File: src/rtl/core/sesc_pkg.sv
`timescale 1ns / 1ps
`default_nettype none

package sesc_pkg;

   // Escape mode gives up when the expected length reaches this bound
   localparam int MAX_OUTPUT = 8192;

   // Depth of the job queue between front and back
   localparam int QUEUE_DEPTH = 2;

   // Measure mode count saturates here
   localparam logic [15:0] COUNT_MAX = 16'hFFFF;

   // Control bytes sit below this code
   localparam logic [7:0] CTRL_LIMIT = 8'd32;

   localparam logic [7:0] ASCII_BACKSLASH = 8'h5C;

   // End-of-string status codes
   localparam logic [1:0] STATUS_OK       = 2'd0;
   localparam logic [1:0] STATUS_CAPACITY = 2'd1;
   localparam logic [1:0] STATUS_MISMATCH = 2'd2;

   // Register indexes
   localparam logic REG_MEASURE_ONLY    = 1'b0;
   localparam logic REG_EXPECTED_LENGTH = 1'b1;

   // Encoded widths of one byte
   localparam logic [2:0] WIDTH_PLAIN = 3'd1;
   localparam logic [2:0] WIDTH_META  = 3'd2;
   localparam logic [2:0] WIDTH_CTRL  = 3'd4;

   typedef struct packed {
      logic        measure_only;
      logic [12:0] expected_length;
   } cfg_type;

   // One queued job: the words that a single input item causes
   typedef struct packed {
      logic [7:0]  byte_val;
      logic [2:0]  width;
      logic        emit;
      logic [1:0]  last_idx;
      logic [15:0] base;
      logic        last;
      logic [1:0]  status;
      logic [15:0] len;
      logic        esc;
   } job_type;

   // Classify one byte into its encoded width
   function automatic logic [2:0] byte_width(input logic [7:0] b);
      logic [2:0] w;
      if (b < CTRL_LIMIT) begin
         w = WIDTH_CTRL;
      end else begin
         case (b) inside
            8'h22, 8'h27, 8'h60, 8'h24, 8'h5C,
            8'h21, 8'h28, 8'h29, 8'h7C, 8'h20: w = WIDTH_META;
            default:                           w = WIDTH_PLAIN;
         endcase
      end
      return w;
   endfunction

   // Pick word i of the encoded sequence of byte b
   function automatic logic [7:0] seq_byte(input logic [7:0] b,
                                           input logic [2:0] w,
                                           input logic [1:0] i);
      logic [7:0] r;
      if (w == WIDTH_CTRL) begin
         case (i)
            2'd0:    r = ASCII_BACKSLASH;
            2'd1:    r = {6'b001100, b[7:6]};
            2'd2:    r = {5'b00110, b[5:3]};
            default: r = {5'b00110, b[2:0]};
         endcase
      end else if (w == WIDTH_META) begin
         r = (i == 2'd0) ? ASCII_BACKSLASH : b;
      end else begin
         r = b;
      end
      return r;
   endfunction

endpackage

`default_nettype wire

File: src/rtl/core/sesc_req_if.sv
`timescale 1ns / 1ps
`default_nettype none

interface sesc_req_if;
   logic       valid;
   logic       ready;
   logic       has_byte;
   logic [7:0] in_byte;
   logic       in_last;

   modport source (output valid, has_byte, in_byte, in_last, input ready);
   modport sink   (input valid, has_byte, in_byte, in_last, output ready);
endinterface

`default_nettype wire

File: src/rtl/core/sesc_rsp_if.sv
`timescale 1ns / 1ps
`default_nettype none

interface sesc_rsp_if;
   logic        valid;
   logic        ready;
   logic [7:0]  out_byte;
   logic        byte_valid;
   logic        run_last;
   logic        string_done;
   logic [1:0]  status;
   logic [15:0] encoded_length;
   logic        any_escaped;

   modport source (output valid, out_byte, byte_valid, run_last, string_done, status,
                   encoded_length, any_escaped, input ready);
   modport sink   (input valid, out_byte, byte_valid, run_last, string_done, status,
                   encoded_length, any_escaped, output ready);
endinterface

`default_nettype wire

File: src/rtl/core/sesc_front.sv
`timescale 1ns / 1ps
`default_nettype none

module sesc_front (
   input  wire logic              clock,
   input  wire logic              reset,
   input  wire sesc_pkg::cfg_type cfg,
   sesc_req_if.sink               req_if,
   input  wire logic              q_full,
   output logic                   push,
   output sesc_pkg::job_type      job
);

   logic [15:0] count_ff, count_in, count_next;
   logic        esc_ff, esc_in, esc_next;
   logic        ovf_ff, ovf_in, ovf_next;
   logic [2:0]  w;
   logic [16:0] sum;
   logic        too_big, fits, emit, accept;
   logic [1:0]  status;
   logic [15:0] len;

   // Take a word whenever the queue has room
   assign req_if.ready = !q_full;
   assign accept       = req_if.valid && req_if.ready;

   // Classify the byte and work out the new string state
   always_comb begin
      w          = sesc_pkg::byte_width(req_if.in_byte);
      too_big    = {4'b0, cfg.expected_length} >= 17'(sesc_pkg::MAX_OUTPUT);
      sum        = {1'b0, count_ff} + {14'b0, w};
      fits       = sum <= {4'b0, cfg.expected_length};
      count_next = count_ff;
      esc_next   = esc_ff;
      ovf_next   = ovf_ff;
      emit       = 1'b0;
      if (req_if.has_byte) begin
         if (w != sesc_pkg::WIDTH_PLAIN) begin
            esc_next = 1'b1;
         end
         if (cfg.measure_only) begin
            count_next = sum[16] ? sesc_pkg::COUNT_MAX : sum[15:0];
         end else if (!ovf_ff && !too_big) begin
            if (!fits) begin
               ovf_next = 1'b1;
            end else begin
               emit       = 1'b1;
               count_next = sum[15:0];
            end
         end
      end
   end

   // Resolve the end-of-string report
   always_comb begin
      if (cfg.measure_only) begin
         status = sesc_pkg::STATUS_OK;
      end else if (ovf_next || too_big) begin
         status = sesc_pkg::STATUS_CAPACITY;
      end else if (count_next != {3'b0, cfg.expected_length}) begin
         status = sesc_pkg::STATUS_MISMATCH;
      end else begin
         status = sesc_pkg::STATUS_OK;
      end
      len = (cfg.measure_only && !esc_next) ? 16'd0 : count_next;
   end

   // Build the job for the back end
   always_comb begin
      job.byte_val = req_if.in_byte;
      job.width    = w;
      job.emit     = emit;
      job.last_idx = emit ? 2'(w - 3'd1) : 2'd0;
      job.base     = count_ff;
      job.last     = req_if.in_last;
      job.status   = status;
      job.len      = len;
      job.esc      = esc_next;
      push         = accept && (emit || req_if.in_last);
   end

   // Advance string state, clear it at the end of a string
   always_comb begin
      count_in = count_ff;
      esc_in   = esc_ff;
      ovf_in   = ovf_ff;
      if (accept) begin
         if (req_if.in_last) begin
            count_in = '0;
            esc_in   = 1'b0;
            ovf_in   = 1'b0;
         end else begin
            count_in = count_next;
            esc_in   = esc_next;
            ovf_in   = ovf_next;
         end
      end
   end

   always_ff @(posedge clock) begin
      if (reset) begin
         count_ff <= '0;
         esc_ff   <= 1'b0;
         ovf_ff   <= 1'b0;
      end else begin
         count_ff <= count_in;
         esc_ff   <= esc_in;
         ovf_ff   <= ovf_in;
      end
   end

endmodule

`default_nettype wire

File: src/rtl/core/sesc_queue.sv
`timescale 1ns / 1ps
`default_nettype none

module sesc_queue #(
   parameter int DEPTH = sesc_pkg::QUEUE_DEPTH
) (
   input  wire logic              clock,
   input  wire logic              reset,
   input  wire logic              push,
   input  wire sesc_pkg::job_type push_job,
   input  wire logic              pop,
   output logic                   full,
   output logic                   not_empty,
   output sesc_pkg::job_type      head_job
);

   localparam int PTR_W = (DEPTH > 1) ? $clog2(DEPTH) : 1;
   localparam int CNT_W = $clog2(DEPTH + 1);

   sesc_pkg::job_type mem_ff [DEPTH];
   logic [PTR_W-1:0]  wr_ptr_ff, wr_ptr_in, rd_ptr_ff, rd_ptr_in;
   logic [CNT_W-1:0]  count_ff, count_in;
   logic              do_push, do_pop;

   assign full      = count_ff == CNT_W'(DEPTH);
   assign not_empty = count_ff != '0;
   assign head_job  = mem_ff[rd_ptr_ff];
   assign do_push   = push && !full;
   assign do_pop    = pop && not_empty;

   // Advance pointers with wrap, track fill level
   always_comb begin
      wr_ptr_in = wr_ptr_ff;
      rd_ptr_in = rd_ptr_ff;
      count_in  = count_ff;
      if (do_push) begin
         wr_ptr_in = (wr_ptr_ff == PTR_W'(DEPTH - 1)) ? '0 : wr_ptr_ff + 1'b1;
      end
      if (do_pop) begin
         rd_ptr_in = (rd_ptr_ff == PTR_W'(DEPTH - 1)) ? '0 : rd_ptr_ff + 1'b1;
      end
      if (do_push && !do_pop) begin
         count_in = count_ff + 1'b1;
      end else if (do_pop && !do_push) begin
         count_in = count_ff - 1'b1;
      end
   end

   always_ff @(posedge clock) begin
      if (reset) begin
         wr_ptr_ff <= '0;
         rd_ptr_ff <= '0;
         count_ff  <= '0;
      end else begin
         wr_ptr_ff <= wr_ptr_in;
         rd_ptr_ff <= rd_ptr_in;
         count_ff  <= count_in;
      end
   end

   // Store the job
   always_ff @(posedge clock) begin
      if (do_push) begin
         mem_ff[wr_ptr_ff] <= push_job;
      end
   end

endmodule

`default_nettype wire

File: src/rtl/core/sesc_back.sv
`timescale 1ns / 1ps
`default_nettype none

module sesc_back (
   input  wire logic              clock,
   input  wire logic              reset,
   input  wire logic              q_valid,
   input  wire sesc_pkg::job_type job,
   output logic                   pop,
   sesc_rsp_if.source             rsp_if
);

   logic [1:0]  idx_ff, idx_in;
   logic        valid_ff, valid_in;
   logic [7:0]  out_byte_ff, out_byte_in;
   logic        byte_valid_ff, byte_valid_in;
   logic        run_last_ff, run_last_in;
   logic        done_ff, done_in;
   logic [1:0]  status_ff, status_in;
   logic [15:0] len_ff, len_in;
   logic        esc_ff, esc_in;
   logic        load, final_word;

   assign rsp_if.valid          = valid_ff;
   assign rsp_if.out_byte       = out_byte_ff;
   assign rsp_if.byte_valid     = byte_valid_ff;
   assign rsp_if.run_last       = run_last_ff;
   assign rsp_if.string_done    = done_ff;
   assign rsp_if.status         = status_ff;
   assign rsp_if.encoded_length = len_ff;
   assign rsp_if.any_escaped    = esc_ff;

   // Load the output register when it is empty or being drained
   assign load       = q_valid && (!valid_ff || rsp_if.ready);
   assign final_word = idx_ff == job.last_idx;
   assign pop        = load && final_word;

   // Form the next word of the head job
   always_comb begin
      out_byte_in   = job.emit ? sesc_pkg::seq_byte(job.byte_val, job.width, idx_ff) : 8'd0;
      byte_valid_in = job.emit;
      run_last_in   = final_word;
      done_in       = final_word && job.last;
      status_in     = done_in ? job.status : sesc_pkg::STATUS_OK;
      len_in        = done_in ? job.len : job.base + {14'b0, idx_ff} + 16'd1;
      esc_in        = job.esc;
   end

   // Step through the job, drop the valid once taken
   always_comb begin
      idx_in   = idx_ff;
      valid_in = valid_ff;
      if (load) begin
         valid_in = 1'b1;
         idx_in   = final_word ? 2'd0 : idx_ff + 2'd1;
      end else if (rsp_if.ready) begin
         valid_in = 1'b0;
      end
   end

   always_ff @(posedge clock) begin
      if (reset) begin
         idx_ff   <= '0;
         valid_ff <= 1'b0;
      end else begin
         idx_ff   <= idx_in;
         valid_ff <= valid_in;
      end
   end

   // Hold the word payload
   always_ff @(posedge clock) begin
      if (load) begin
         out_byte_ff   <= out_byte_in;
         byte_valid_ff <= byte_valid_in;
         run_last_ff   <= run_last_in;
         done_ff       <= done_in;
         status_ff     <= status_in;
         len_ff        <= len_in;
         esc_ff        <= esc_in;
      end
   end

endmodule

`default_nettype wire

File: src/rtl/core/shell_escape_encoder_core.sv
`timescale 1ns / 1ps
`default_nettype none

// Channel  Dir  Handshake               Carries
// req_if   in   valid/ready             has_byte, in_byte, in_last
// rsp_if   out  valid/ready             out_byte .. any_escaped
// csr_*    in   APB psel/penable/pready measure_only (0x0), expected_length (0x4)
//
// The back end sends one word per cycle unless rsp_if stalls: a control byte
// makes 4 words, a metacharacter 2, any other emitted byte 1, a bare string end 1.
// The front classifies one item per cycle while the queue has room; a job
// queue of QUEUE_DEPTH entries lets it run ahead while the output register is stalled.
// Reset is synchronous and clears string state, queue and output valid.

module shell_escape_encoder_core #(
   parameter int QUEUE_DEPTH = sesc_pkg::QUEUE_DEPTH
) (
   input  wire logic        clock,
   input  wire logic        reset,
   sesc_req_if.sink         req_if,
   sesc_rsp_if.source       rsp_if,
   input  wire logic        csr_psel,
   input  wire logic        csr_penable,
   input  wire logic        csr_pwrite,
   input  wire logic [2:0]  csr_paddr,
   input  wire logic [31:0] csr_pwdata,
   output logic [31:0]      csr_prdata,
   output logic             csr_pready
);

   logic              measure_only_ff, measure_only_in;
   logic [12:0]       expected_length_ff, expected_length_in;
   logic              csr_write;
   sesc_pkg::cfg_type cfg;
   sesc_pkg::job_type push_job, head_job;
   logic              push, pop, q_full, q_valid;

   // Register file
   assign csr_pready = 1'b1;
   assign csr_write  = csr_psel && csr_penable && csr_pwrite && csr_pready;

   always_comb begin
      measure_only_in    = measure_only_ff;
      expected_length_in = expected_length_ff;
      if (csr_write) begin
         unique case (csr_paddr[2])
            sesc_pkg::REG_MEASURE_ONLY:    measure_only_in    = csr_pwdata[0];
            sesc_pkg::REG_EXPECTED_LENGTH: expected_length_in = csr_pwdata[12:0];
            default:                       measure_only_in    = measure_only_ff;
         endcase
      end
   end

   always_comb begin
      unique case (csr_paddr[2])
         sesc_pkg::REG_MEASURE_ONLY:    csr_prdata = {31'b0, measure_only_ff};
         sesc_pkg::REG_EXPECTED_LENGTH: csr_prdata = {19'b0, expected_length_ff};
         default:                       csr_prdata = '0;
      endcase
   end

   always_ff @(posedge clock) begin
      if (reset) begin
         measure_only_ff    <= 1'b0;
         expected_length_ff <= '0;
      end else begin
         measure_only_ff    <= measure_only_in;
         expected_length_ff <= expected_length_in;
      end
   end

   assign cfg.measure_only    = measure_only_ff;
   assign cfg.expected_length = expected_length_ff;

   sesc_front u_front (
      .clock  (clock),
      .reset  (reset),
      .cfg    (cfg),
      .req_if (req_if),
      .q_full (q_full),
      .push   (push),
      .job    (push_job)
   );

   sesc_queue #(
      .DEPTH (QUEUE_DEPTH)
   ) u_queue (
      .clock     (clock),
      .reset     (reset),
      .push      (push),
      .push_job  (push_job),
      .pop       (pop),
      .full      (q_full),
      .not_empty (q_valid),
      .head_job  (head_job)
   );

   sesc_back u_back (
      .clock   (clock),
      .reset   (reset),
      .q_valid (q_valid),
      .job     (head_job),
      .pop     (pop),
      .rsp_if  (rsp_if)
   );

endmodule

`default_nettype wire

File: src/flat_wrapper.sv
// flat-port wrapper written by rule: the top's interface ports become plain ports
module shell_escape_encoder_core_flat 
#(
   parameter int QUEUE_DEPTH = sesc_pkg::QUEUE_DEPTH
)
  (clock, reset, csr_psel, csr_penable, csr_pwrite, csr_paddr, csr_pwdata, csr_prdata, csr_pready, req_if_valid, req_if_has_byte, req_if_in_byte, req_if_in_last, req_if_ready, rsp_if_valid, rsp_if_out_byte, rsp_if_byte_valid, rsp_if_run_last, rsp_if_string_done, rsp_if_status, rsp_if_encoded_length, rsp_if_any_escaped, rsp_if_ready);
  sesc_req_if req_if_i ();
  sesc_rsp_if rsp_if_i ();
  input  wire logic clock;
  input  wire logic reset;
  input  wire logic csr_psel;
  input  wire logic csr_penable;
  input  wire logic csr_pwrite;
  input  wire logic [2:0] csr_paddr;
  input  wire logic [31:0] csr_pwdata;
  output logic [31:0] csr_prdata;
  output logic csr_pready;
  input wire logic [$bits(req_if_i.valid)-1:0] req_if_valid;
  input wire logic [$bits(req_if_i.has_byte)-1:0] req_if_has_byte;
  input wire logic [$bits(req_if_i.in_byte)-1:0] req_if_in_byte;
  input wire logic [$bits(req_if_i.in_last)-1:0] req_if_in_last;
  output wire logic [$bits(req_if_i.ready)-1:0] req_if_ready;
  output wire logic [$bits(rsp_if_i.valid)-1:0] rsp_if_valid;
  output wire logic [$bits(rsp_if_i.out_byte)-1:0] rsp_if_out_byte;
  output wire logic [$bits(rsp_if_i.byte_valid)-1:0] rsp_if_byte_valid;
  output wire logic [$bits(rsp_if_i.run_last)-1:0] rsp_if_run_last;
  output wire logic [$bits(rsp_if_i.string_done)-1:0] rsp_if_string_done;
  output wire logic [$bits(rsp_if_i.status)-1:0] rsp_if_status;
  output wire logic [$bits(rsp_if_i.encoded_length)-1:0] rsp_if_encoded_length;
  output wire logic [$bits(rsp_if_i.any_escaped)-1:0] rsp_if_any_escaped;
  input wire logic [$bits(rsp_if_i.ready)-1:0] rsp_if_ready;
  assign req_if_i.valid = req_if_valid;
  assign req_if_i.has_byte = req_if_has_byte;
  assign req_if_i.in_byte = req_if_in_byte;
  assign req_if_i.in_last = req_if_in_last;
  assign req_if_ready = req_if_i.ready;
  assign rsp_if_valid = rsp_if_i.valid;
  assign rsp_if_out_byte = rsp_if_i.out_byte;
  assign rsp_if_byte_valid = rsp_if_i.byte_valid;
  assign rsp_if_run_last = rsp_if_i.run_last;
  assign rsp_if_string_done = rsp_if_i.string_done;
  assign rsp_if_status = rsp_if_i.status;
  assign rsp_if_encoded_length = rsp_if_i.encoded_length;
  assign rsp_if_any_escaped = rsp_if_i.any_escaped;
  assign rsp_if_i.ready = rsp_if_ready;
  shell_escape_encoder_core #(.QUEUE_DEPTH(QUEUE_DEPTH)) u_core (.clock(clock), .reset(reset), .req_if(req_if_i), .rsp_if(rsp_if_i), .csr_psel(csr_psel), .csr_penable(csr_penable), .csr_pwrite(csr_pwrite), .csr_paddr(csr_paddr), .csr_pwdata(csr_pwdata), .csr_prdata(csr_prdata), .csr_pready(csr_pready));
endmodule
File: config.mk
export PLATFORM = sky130hd
export DESIGN_NAME = shell_escape_encoder_core_flat
export DESIGN_NICKNAME = d
export VERILOG_FILES = /design/src/rtl/core/sesc_pkg.sv /design/src/rtl/core/sesc_req_if.sv /design/src/rtl/core/sesc_rsp_if.sv /design/src/rtl/core/sesc_front.sv /design/src/rtl/core/sesc_queue.sv /design/src/rtl/core/sesc_back.sv /design/src/rtl/core/shell_escape_encoder_core.sv /design/src/flat_wrapper.sv
export SDC_FILE = /design/constraint.sdc
export NUM_CORES = 1
export LEC_CHECK = 0
export BUFFER_PORTS_ARGS = -buffer_cell sky130_fd_sc_hd__buf_2
export CAP_MARGIN = 5
export CORE_ASPECT_RATIO = 1.4
export CORE_UTILIZATION = 58
export CTS_BUF_LIST = sky130_fd_sc_hd__clkbuf_8
export DETAILED_ROUTE_END_ITERATION = 16
export PLACE_DENSITY = 0.86
export SLEW_MARGIN = 20
export SYNTH_ARGS = -nofsm -noshare
export SYNTH_HDL_FRONTEND = slang
export SYNTH_HIERARCHICAL = 1
export SYNTH_SLANG_ARGS = --single-unit
File: constraint.sdc
create_clock -name clock -period 15.1 [get_ports clock]
set_clock_uncertainty 0.15 [all_clocks]
set_input_delay 1.51 -clock clock [delete_from_list [all_inputs] [get_ports clock]]
set_output_delay 1.51 -clock clock [all_outputs]
set_load 0.02 [all_outputs]
Word level (Yosys, flattened, before mapping)

Memories as Yosys holds them, arrays and structs flattened. A register that Yosys moved wholly into a read port is not among the register bits.
Cells that the tools add are included.
W data, S select, Z words.

Logic and storage cells: 116
Latch bits: 0
Register bits after elaboration: 69
Memories kept: 1
Input bits: 52
Memory bits (read-only): 0
Output and inout bits: 65
Bits in writable memories: 100

Memory list:

| name                  | depth | bits a word | read ports | clocked after memory_dff | write ports | RTL line         | text |
|---|---|---|---|---|---|---|---|
| u_core.u_queue.mem_ff | 2     | 50          | 1          | 1                        | 1           | sesc_queue.sv:20 | `sesc_pkg::job_type mem_ff [DEPTH];` |

Shift-type cells: 0
Mux-type cells: 42
Add/sub/neg operators: 9
Reduce and logical (&&, ||, !) cells: 26
Eq/ne operators: 18
$lt $le $gt $ge: 2
Multipliers: 0
Bitwise gates (word level): 1
Div/mod/pow operators: 0

Operators with widths:

| kind                    | number |
|---|---|
| $mux W16                | 8 |
| $pmux W32 S2            | 1 |
| $eq A8 B6 Y1 const B    | 7 |
| $eq A8 B7 Y1 const B    | 3 |
| $mux W8                 | 3 |
| $pmux W7 S3             | 1 |
| $mux W1                 | 20 |
| $add A16 B3 Y17         | 1 |
| $le A17 B13 Y1          | 1 |
| $add A16 B1 Y16 const B | 1 |
| $add A16 B2 Y16         | 1 |
| $mux W2                 | 8 |
| $ne A16 B13 Y1          | 1 |
| $logic_and A1 B1 Y1     | 12 |
| $reduce_or A10 Y1       | 1 |
| $lt A8 B6 Y1 const B    | 1 |
| $reduce_bool A2 Y1      | 3 |
| $logic_not A1 Y1        | 5 |
| $add A2 B1 Y2 const B   | 2 |
| $eq A2 B2 Y1 const B    | 2 |
| $reduce_and A2 Y1       | 2 |
| $sub A2 B1 Y2 const B   | 2 |
| $eq A3 B2 Y1 const B    | 1 |
| $eq A3 B3 Y1 const B    | 1 |
| other kinds (8)         | 10 |

Longest topological paths before layout

Gate-level depths: netlist of run 1.

Depth after elaboration: 17
Gate-level depth with buffers: 29
Depth with buffers taken out: 29

Cells and area by module

Netlist of run 1, hierarchy kept.

By module, submodules not included:

| module                    | area an instance (µm²) | seq. area each (µm²) | instances | cells each |
|---|---|---|---|---|
| sesc_queue                | 3814.9                 | 3103.0               | 1         | 181 |
| sesc_front                | 2474.9                 | 360.3                | 1         | 344 |
| sesc_back                 | 1821.7                 | 960.9                | 1         | 174 |
| shell_escape_encoder_core | 895.9                  | 280.3                | 1         | 97 |

Worst setup path before layout of run 1

No wires, ideal clock.

Path type: input port to flip-flop
Start: input req_if_in_byte[2]
End: memory u_core/u_queue/mem_ff[0][0] (netlist name), enable pin
Data required time: 14.546 ns
Stages on the path: 26
Path buffers: 0
Arrival: 7.030 ns
Setup time: 0.404 ns
Slack: 7.516 ns
Cell sequence: nand2_1 > nor2_1 > o21ai_0 > o21ai_0 > a32oi_1 > inv_1 > nor2_1 > ha_1 > inv_1 > fa_1 > nand2b_1 > a2111oi_0 > xnor2_1 > inv_1 > ha_1 > and4_1 > a31oi_1 > o221ai_1 > o21ai_0 > nand3_1 > nor3_1 > nor2_1 > nor2_1 > inv_1 > or3_1 > inv_1

RTL lines:

| item               | RTL line           | text |
|---|---|---|
| start: declaration | flat_wrapper.sv:20 | `input wire logic [$bits(req_if_i.in_byte)-1:0] req_if_in_byte;` |
| end: declaration   | sesc_queue.sv:20   |  |

==> results of run 1 <==
==> per-stage QoR <==
step / util, % / setup slack [ps] / area [um^2]
floorplan: - / 7520 / 9070
global placement: 61.4 / 6000 / 9280
CTS: 64.0 / 6320 / 9670
detailed placement: 61.4 / 5850 / 9280
global route: 64.0 / 6050 / 9680
finish: 64.0 / 6460 / 9680
==> logic make-up (layout without fill, tap and decap cells) <==
family / after synthesis / count (layout) / share of synthesized area [%]
xor+xnor: 33 / 33 / 3.21
buf+inv: 106 / 152 / 6.56
mux: 77 / 77 / 9.33
simple gates: 252 / 252 / 14.8
compound gates: 130 / 130 / 10.0
other cells: 2 / 20 / 0.0834
flops: 170 / 170 / 52.2
fa+ha+maj: 26 / 26 / 3.78
==> area by class of cell <==
cell class	count	share of cell area, %
repair buffers	78	4.11
inverters	42	1.64
flip-flops and latches	170	48.6
clock inverters	15	1.63
multi-input cells	538	39.1
well taps	192	2.48
clock buffers	17	2.42
==> cells in the mapped netlist (3+ instances only) <==
| library cell | number |
|---|---|
| edfxtp_1 | 130 |
| nor2_1 | 67 |
| mux2_2 | 49 |
| inv_1 | 41 |
| dfxtp_1 | 40 |
| nand2_1 | 40 |
| nand2b_1 | 38 |
| a21oi_1 | 33 |
| buf_4 | 32 |
| ha_1 | 24 |
| o21ai_0 | 24 |
| mux2i_1 | 23 |
| nor3_1 | 20 |
| and2_1 | 19 |
| xnor2_1 | 19 |
| a22oi_1 | 15 |
| xor2_1 | 14 |
| clkbuf_1 | 12 |
| buf_2 | 11 |
| nand3_1 | 10 |
| and3_1 | 9 |
| a31oi_1 | 8 |
| nand4_1 | 7 |
| nor2b_1 | 7 |
| and4_1 | 5 |
| or3_1 | 5 |
| a22o_1 | 4 |
| mux2_1 | 4 |
| nor4_1 | 4 |
| o2111ai_1 | 4 |
| o22ai_1 | 4 |
| o2bb2ai_1 | 4 |
| a21o_1 | 3 |
| a221oi_1 | 3 |
| a311oi_1 | 3 |
| buf_6 | 3 |
| clkbuf_2 | 3 |
| or4_1 | 3 |
==> metal layers <==
| layer | track usage (%) | vias to the layer above | share of wire, % |
|---|---|---|---|
| li1 | - | 2950 | - |
| met1 | 28.6 | 2906 | 40 |
| met2 | 41.3 | 318 | 49 |
| met3 | 4.88 | 62 | 6.3 |
| met4 | 14.1 | 0 | 4.7 |
| met5 | 0 | - | 0 |
==> worst paths after layout <==
kind         cells past startpoint                          from  slack (ps)                            to
min reg2reg                      2  u_core/expected_length_ff[9]         340  u_core/expected_length_ff[9]
max                             27             req_if_in_byte[2]        6460  u_core/u_queue/mem_ff[0][39]
max reg2reg                     19    u_core/u_front/count_ff[0]        8650  u_core/u_queue/mem_ff[0][39]
min                              2  u_core/expected_length_ff[9]         340  u_core/expected_length_ff[9]
==> worst min-delay path: stages (launching register included) <==
cell and delay (ps):
dfxtp_1 330, nand2b_1 60, mux2i_1 50
==> flip-flops by register name, indices dropped and copies added, names as in the netlist, 2 cells and up, named ones only <==
| register | flops |
|---|---|
| u_core/u_queue/mem_ff | 100 |
| u_core/u_back/rsp_if.encoded_length | 16 |
| u_core/u_back/idx_ff | 2 |
| u_core/u_back/rsp_if.status | 2 |
| u_core/expected_length_ff | 13 |
| u_core/u_queue/count_ff | 2 |
| u_core/u_back/rsp_if.out_byte | 8 |
| u_core/u_front/count_ff | 16 |
==> power breakdown <==
part | total [W] | internal, W | switching (W)
clock | 0.000315 | 0.000137 | 0.000178
sequential | 0.000651 | 0.000625 | 0.0000262
combinational | 0.000390 | 0.000131 | 0.000259
total | 0.00136 | 0.000892 | 0.000464
==> flow_summary.toml, run 1 <==
[global_routing]
grt_pass1_wl_um = 29600
grt_use_total_pct = 24.3
antenna_found_initial = 0
grt_max_degree = 54
grt_pass1_vias = 5884
grt_overflow = 0

[placed_design]
gp_congestion = 0.947
hpwlAfterDp_um = 13500
io_buffers = 75
dp.cells = 1020

[logic_synthesis]
ys_seq_area_share_pct = 52.2
yosys_warnings = 6
synthDistinctLibCells = 77
syn_inst = 796
synth_enable_flop_cells = 130
synth_area_mm2 = 0.00901
avgSynthCellArea_um2 = 11.3
yosysTopAreaCell = "edfxtp_1"
synthArstFlopShare_pct = 0
ys_seq_elements = 170
synth.top_cells.by_area = "edfxtp_1 43%, dfxtp_1 8.9%, mux2_2 6.1%, ha_1 3.3%, nor2_1 2.8%"
ys.flop_type = "edfxtp_1"
synth_top_area_share_pct = 43.3

[die]
row_count = 53
chipHeight_um = 149
die_w_um = 107
pin_count = 117
die-area_mm2 = 0.0160
coreArea_mm2 = 0.0151
initial_utilization_pct = 59.6

[critical_path]
cp.required_ps = 15030
worstPathArrival_ps = 8570
cp_num_buf_inv = 6
worst-path-max-fanout = 50
crit_path_end_kind = "register"
max_stage_delay_ps = 640
critPathLaunchType = "input port"
crit_slowest_cell = "nor3_1"
path_class = "input port to register"
crit_family = "simple AND/OR/NAND/NOR gates"

[timing]
max_slew_margin_pct = 29.6
rsz0062_at_grt = "no"
fmax_mhz = 116
period_needed_ps = 8640
report.final.slew_viol_count = 0
setup_viol = 0
worst_slew_pin_slew_ps = 1060
hold_viol = 0
min_period_over_period_pct = 57.2
hold_ws_ps = 340
tns_ps = 0

[power]
irDropWorstVdd_v = 0.0000753
p_leak_nw = 3.56
power_density_mw_per_mm2 = 140
power_w = 0.00136

[cells_and_area]
fill_cells = 1151
final_common_cell = "edfxtp_1"
layout_common_cells = "130 x edfxtp_1, 75 x buf_2, 67 x nor2_1"
fin_cells = 1052
final_layout_size_suffix_gt1_share_pct = 21.3
n_antenna_cell = 0
seq_area_mm2 = 0.00471
multi_input_area_mm2 = 0.00378
area_delta_synth_final_pct = 7.42
final_nets = 925

[clocking]
cts_hold_buf = 0
clock_sinks = 170
numCtsBuffers = 17
cts_setup_buffers = 0
cts_tree = "yes"
cts_root_buf = "clkbuf_8"
postCtsResizedCells = 0
cts_max_path_buffers = 2
clock_latency_ps = 450
cts.clk_slew.worst_paths_ps = 90
htree_levels = 4

[route]
wl_per_cell_um = 18.0
drt_pass1_iterations = 8
routed_wl_um = 18900
drtAntennaViolNets = 0
vias = 6236
route.detailed.drc = 0
vias_per_cell = 5.93
drt_iter0_markers = 576

[job]
drv_cap = 0

[hold_path]
hold_class = "register to register"

[run_status]
status = "completed"
Power figures use the tool's default switching activity.
==> run 2: changes to the inputs <==
- clock period: 15.1 -> 8.1 ns (I/O delays scaled with it)
==> run 2 against run 1 <==
Effect of this change:
- non-clock buffer count increased by 7
- sequential power increased by 86%
- combinational power increased by 92%
- worst setup slack got worse by 5300 ps
- power up 87%
- count of clock-buffer cells in the layout stayed put
- design area up 0.88%
- cell count grew 0.67%
- largest power group unchanged
- die area stayed put
- first-iteration DRC count is 12% lower
- critical path type unchanged
- sequential cell count did not move
==> flow_summary.toml, run 2 (synthesized netlist as in run 1, its figures left out) <==
[run_status]
status = "completed"

[clocking]
cts_max_path_buffers = 2
clock_sinks = 170
cts_root_buf = "clkbuf_8"
cts_setup_buffers = 0
clock_latency_ps = 450
htree_levels = 4
numCtsBuffers = 17
cts_hold_buf = 0
cts_tree = "yes"
postCtsResizedCells = 0
cts.clk_slew.worst_paths_ps = 90

[die]
pin_count = 117
die_w_um = 107
initial_utilization_pct = 59.6
coreArea_mm2 = 0.0151
row_count = 53
chipHeight_um = 149
die-area_mm2 = 0.0160

[timing]
hold_viol = 0
period_needed_ps = 6930
tns_ps = 0
fmax_mhz = 144
rsz0062_at_grt = "no"
hold_ws_ps = 351
max_slew_margin_pct = 39.3
worst_slew_pin_slew_ps = 909
min_period_over_period_pct = 85.5
setup_viol = 0
report.final.slew_viol_count = 0

[route]
drt_pass1_iterations = 7
drtAntennaViolNets = 0
drt_iter0_markers = 508
vias = 6293
route.detailed.drc = 0
wl_per_cell_um = 17.8
vias_per_cell = 5.94
routed_wl_um = 18900

[placed_design]
gp_congestion = 0.986
hpwlAfterDp_um = 13500
io_buffers = 75
dp.cells = 1027
dpl-instance-area_mm2 = 0.00937

[global_routing]
grt_use_total_pct = 24.9
grt_max_degree = 54
grt_overflow = 0
antenna_found_initial = 0
grt_pass1_vias = 6146
grt_pass1_wl_um = 30500

[critical_path]
max_stage_delay_ps = 600
reg2reg_depth = 21
cp.required_ps = 8100
path_class = "input port to register"
crit_path_end_kind = "register"
crit_slowest_cell = "o21ai_0"
critPathLaunchType = "input port"
worstPathArrival_ps = 6930
worst-path-max-fanout = 31

[cells_and_area]
final_nets = 932
fill_cells = 1116
top_register = "u_core/u_queue/mem_ff"
area_delta_synth_final_pct = 8.36
final_layout_size_suffix_gt1_share_pct = 22.0
layout_common_cells = "130 x edfxtp_1, 75 x buf_2, 67 x nor2_1"
final_common_cell = "edfxtp_1"
design_area_mm2 = 0.00976
n_antenna_cell = 0
fin_cells = 1059
largest_register_ffs = 100

[job]
drv_cap = 0

[hold_path]
hold_depth = 2
hold_class = "register to register"

[power]
power_density_mw_per_mm2 = 259
p_leak_nw = 3.62
irDropWorstVdd_v = 0.000140
## run 2: changes by cell type in the layout (fill, tap and decap cells not counted), moves of 2 or more
cell and delta:
buf_4 +4, inv_6 -4, buf_12 +3, clkinv_4 +3, inv_8 +3, clkinvlp_4 -2
inv_2 +2
## run 2: final cells by class
type	instances	area [um^2]	area share, %
clock inverter	15	154	1.58
clock buffer	17	234	2.40
sequential	170	4710	48.2
multi-input combinational	538	3780	38.7
tap	192	240	2.46
timing repair buffer	85	488	5.00
inverter	42	158	1.62
## run 2: per-stage QoR
| stage | setup WS, ps | total power [W] | utilization, % |
|---|---|---|---|
| 2_1_floorplan | 1220 | 0.00176 | - |
| 3_3_place_gp | 1060 | 0.00194 | 62.0 |
| 3_5_place_dp | 896 | 0.00197 | 62.0 |
| 4_1_cts | 1290 | 0.00254 | 64.6 |
| 5_1_grt | 729 | 0.00265 | 64.6 |
| 6_report | 1170 | 0.00253 | 64.6 |
## run 2: path summary, 6_finish.rpt
| kind | startpoint | slack [ps] | end |
|---|---|---|---|
| worst max register to register | u_core/u_front/count_ff[0] | 2310 | u_core/u_queue/mem_ff[0][28] |
| worst max-delay path | req_if_in_byte[2] | 1170 | u_core/u_queue/mem_ff[0][28] |
| worst min-delay path | u_core/expected_length_ff[5] | 350 | u_core/expected_length_ff[5] |
| worst min register to register | u_core/expected_length_ff[5] | 350 | u_core/expected_length_ff[5] |
## run 2: where the power goes
part | switching (W) | leakage, nW | internal [W]
combinational | 0.000487 | 1.88 | 0.000260
sequential | 0.0000487 | 1.54 | 0.00116
clock | 0.000343 | 0.196 | 0.000230
## run 2: per-layer routing
metal / GRT usage [%] / wire (um)
met1: 30.1 / 7680
met2: 42.1 / 9340
met3: 4.53 / 1150
met4: 12.9 / 696
met5: 0 / 0
## run 2: critical path: cells and delay by family
| family | cells | cell delay (ps) |
|---|---|---|
| simple gates | 10 | 1610 |
| compound gates | 7 | 2150 |
| fa+ha+maj | 3 | 950 |
| xor+xnor | 1 | 250 |
| buf+inv | 8 | 1120 |
==> run 3: changes to the inputs <==
- REMOVE_ABC_BUFFERS: not set -> 1
- TNS_END_PERCENT: not set -> 5
==> run 3 against run 2 <==
Effect of this change:
- design area shrank 0.14%
- register-to-register slack lost 70 ps
- die area is the same
- critical path depth shrank 3
- sequential power is essentially flat
- cell count shrank 0.28%
- via count grew 0.64%
- worst setup slack lost 240 ps
- sequential share of layout area grew 0.068 points
- non-clock buffer count shrank 3
- critical endpoint is now u_core/u_queue/mem_ff[1][18]
- largest power group unchanged
==> flow_summary.toml, run 3 (synthesized netlist as in run 1, its figures left out) <==
[run_status]
status = "completed"

[global_routing]
grt_use_total_pct = 25.9
grt_overflow = 0
grt_pass1_wl_um = 31200
grt_pass1_vias = 6122
antenna_found_initial = 0
grt_max_degree = 54

[die]
initial_utilization_pct = 59.6
row_count = 53
pin_count = 117
coreArea_mm2 = 0.0151
chipHeight_um = 149
die_w_um = 107
die-area_mm2 = 0.0160

[timing]
rsz0062_at_grt = "no"
worst_slew_pin_slew_ps = 1100
report.final.slew_viol_count = 0
min_period_over_period_pct = 88.5
setup_viol = 0
max_slew_margin_pct = 26.9
period_needed_ps = 7170
hold_viol = 0
tns_ps = 0
fmax_mhz = 140

[route]
highest-signal-layer = "met4"
drtAntennaViolNets = 0
route.met2.wl_um = 10200
route.detailed.drc = 0
met3_length_um = 1290
vias = 6333
wl_per_cell_um = 18.7
routed_wl_um = 19800
drt_iter0_markers = 547
wl_met1_um = 7410
vias_per_cell = 6.00
drt_pass1_iterations = 5

[power]
p_seq_share_pct = 47.4
clkPwrFrac_pct = 23.4
irDropWorstVdd_v = 0.000127
p_sw_share_pct = 34.3
power.share.combinational_pct = 29.1
p_leak_nw = 3.61
power_density_mw_per_mm2 = 262
p_int_w = 0.00167
power_switching_w = 0.000876

[clocking]
cts.clk_slew.worst_paths_ps = 100
numCtsBuffers = 17
cts_max_path_buffers = 2
cts_setup_buffers = 0
postCtsResizedCells = 0
clock_sinks = 170
htree_levels = 4
cts_root_buf = "clkbuf_8"
cts_hold_buf = 0
cts_tree = "yes"
clock_latency_ps = 450

[cells_and_area]
seq_area_mm2 = 0.00471
n_antenna_cell = 0
final_common_cell = "edfxtp_1"
top_register = "u_core/u_queue/mem_ff"
area_delta_synth_final_pct = 8.21
final_nets = 929
layout_common_cells = "130 x edfxtp_1, 75 x buf_2, 67 x nor2_1"
multi_input_area_mm2 = 0.00378
final_layout_size_suffix_gt1_share_pct = 21.8
fill_cells = 1166
fin_cells = 1056
largest_register_ffs = 100
design_area_mm2 = 0.00975

[critical_path]
critPathLaunchType = "input port"
cp.required_ps = 8120
path_class = "input port to register"
worst-path-max-fanout = 8
worstPathArrival_ps = 7190
crit_path_end_kind = "register"
reg2reg_depth = 18

[job]
drv_cap = 0

[placed_design]
hpwlAfterDp_um = 14300
dpl-instance-area_mm2 = 0.00934
dp.cells = 1024
gp_congestion = 0.917
io_buffers = 75

[hold_path]
hold_depth = 2
hold_class = "register to register"
run 3: layer usage:
layer	GRT usage, %	vias to the layer above
li1	-	2943
met1	29.4	3005
met2	45.8	316
met3	4.88	69
met4	13.4	0
met5	0	-
run 3: worst paths after layout:
check,startpoint,to,slack [ps]
setup reg to reg,u_core/u_front/count_ff[0],u_core/u_queue/mem_ff[1][18],2240
hold / removal,u_core/expected_length_ff[9],u_core/expected_length_ff[9],340
hold reg to reg,u_core/expected_length_ff[9],u_core/expected_length_ff[9],340
setup / recovery,req_if_in_byte[2],u_core/u_queue/mem_ff[1][18],930
run 3: cell type report:
class | instances | area share (%)
sequential | 170 | 48.3
timing repair buffer | 82 | 4.65
tap | 192 | 2.46
inverter | 42 | 1.62
clock buffer | 17 | 2.40
clock inverter | 15 | 1.80
multi-input combinational | 538 | 38.8
run 3: power groups by stage:
stage / Sequential (W) / Combinational (W) / Clock (W)
5_1_grt: 0.00122 / 0.000806 / 0.000644
2_1_floorplan: 0.00134 / 0.000391 / 0
4_1_cts: 0.00121 / 0.000741 / 0.000608
3_3_place_gp: 0.00122 / 0.000715 / 0
6_report: 0.00121 / 0.000742 / 0.000598
3_5_place_dp: 0.00123 / 0.000736 / 0
run 3: worst max-delay path: stages:
cell and delay, ps:
buf_2 130, nand2_1 60, nor2_1 30, o21ai_0 140
o21ai_0 120, a32oi_1 420, inv_1 160, nor2_1 360
ha_1 260, inv_1 60, fa_1 440, nand2b_1 230
a2111oi_0 560, xnor2_1 230, inv_1 70, ha_1 290
and4_1 230, a31oi_1 180, o221ai_1 120, o21ai_0 490
a22o_1 440, buf_4 260, mux2i_1 400, o2bb2ai_1 130
nor4_1 320, a311oi_1 220
run 3: metrics by stage:
step	setup slack, ps	hold WS (ps)	util [%]	power (W)
2_1_floorplan	1180	302	-	0.00173
3_3_place_gp	722	316	61.8	0.00194
3_5_place_dp	571	334	61.8	0.00197
4_1_cts	1030	348	64.5	0.00256
5_1_grt	300	394	64.5	0.00267
6_report	933	342	64.5	0.00255
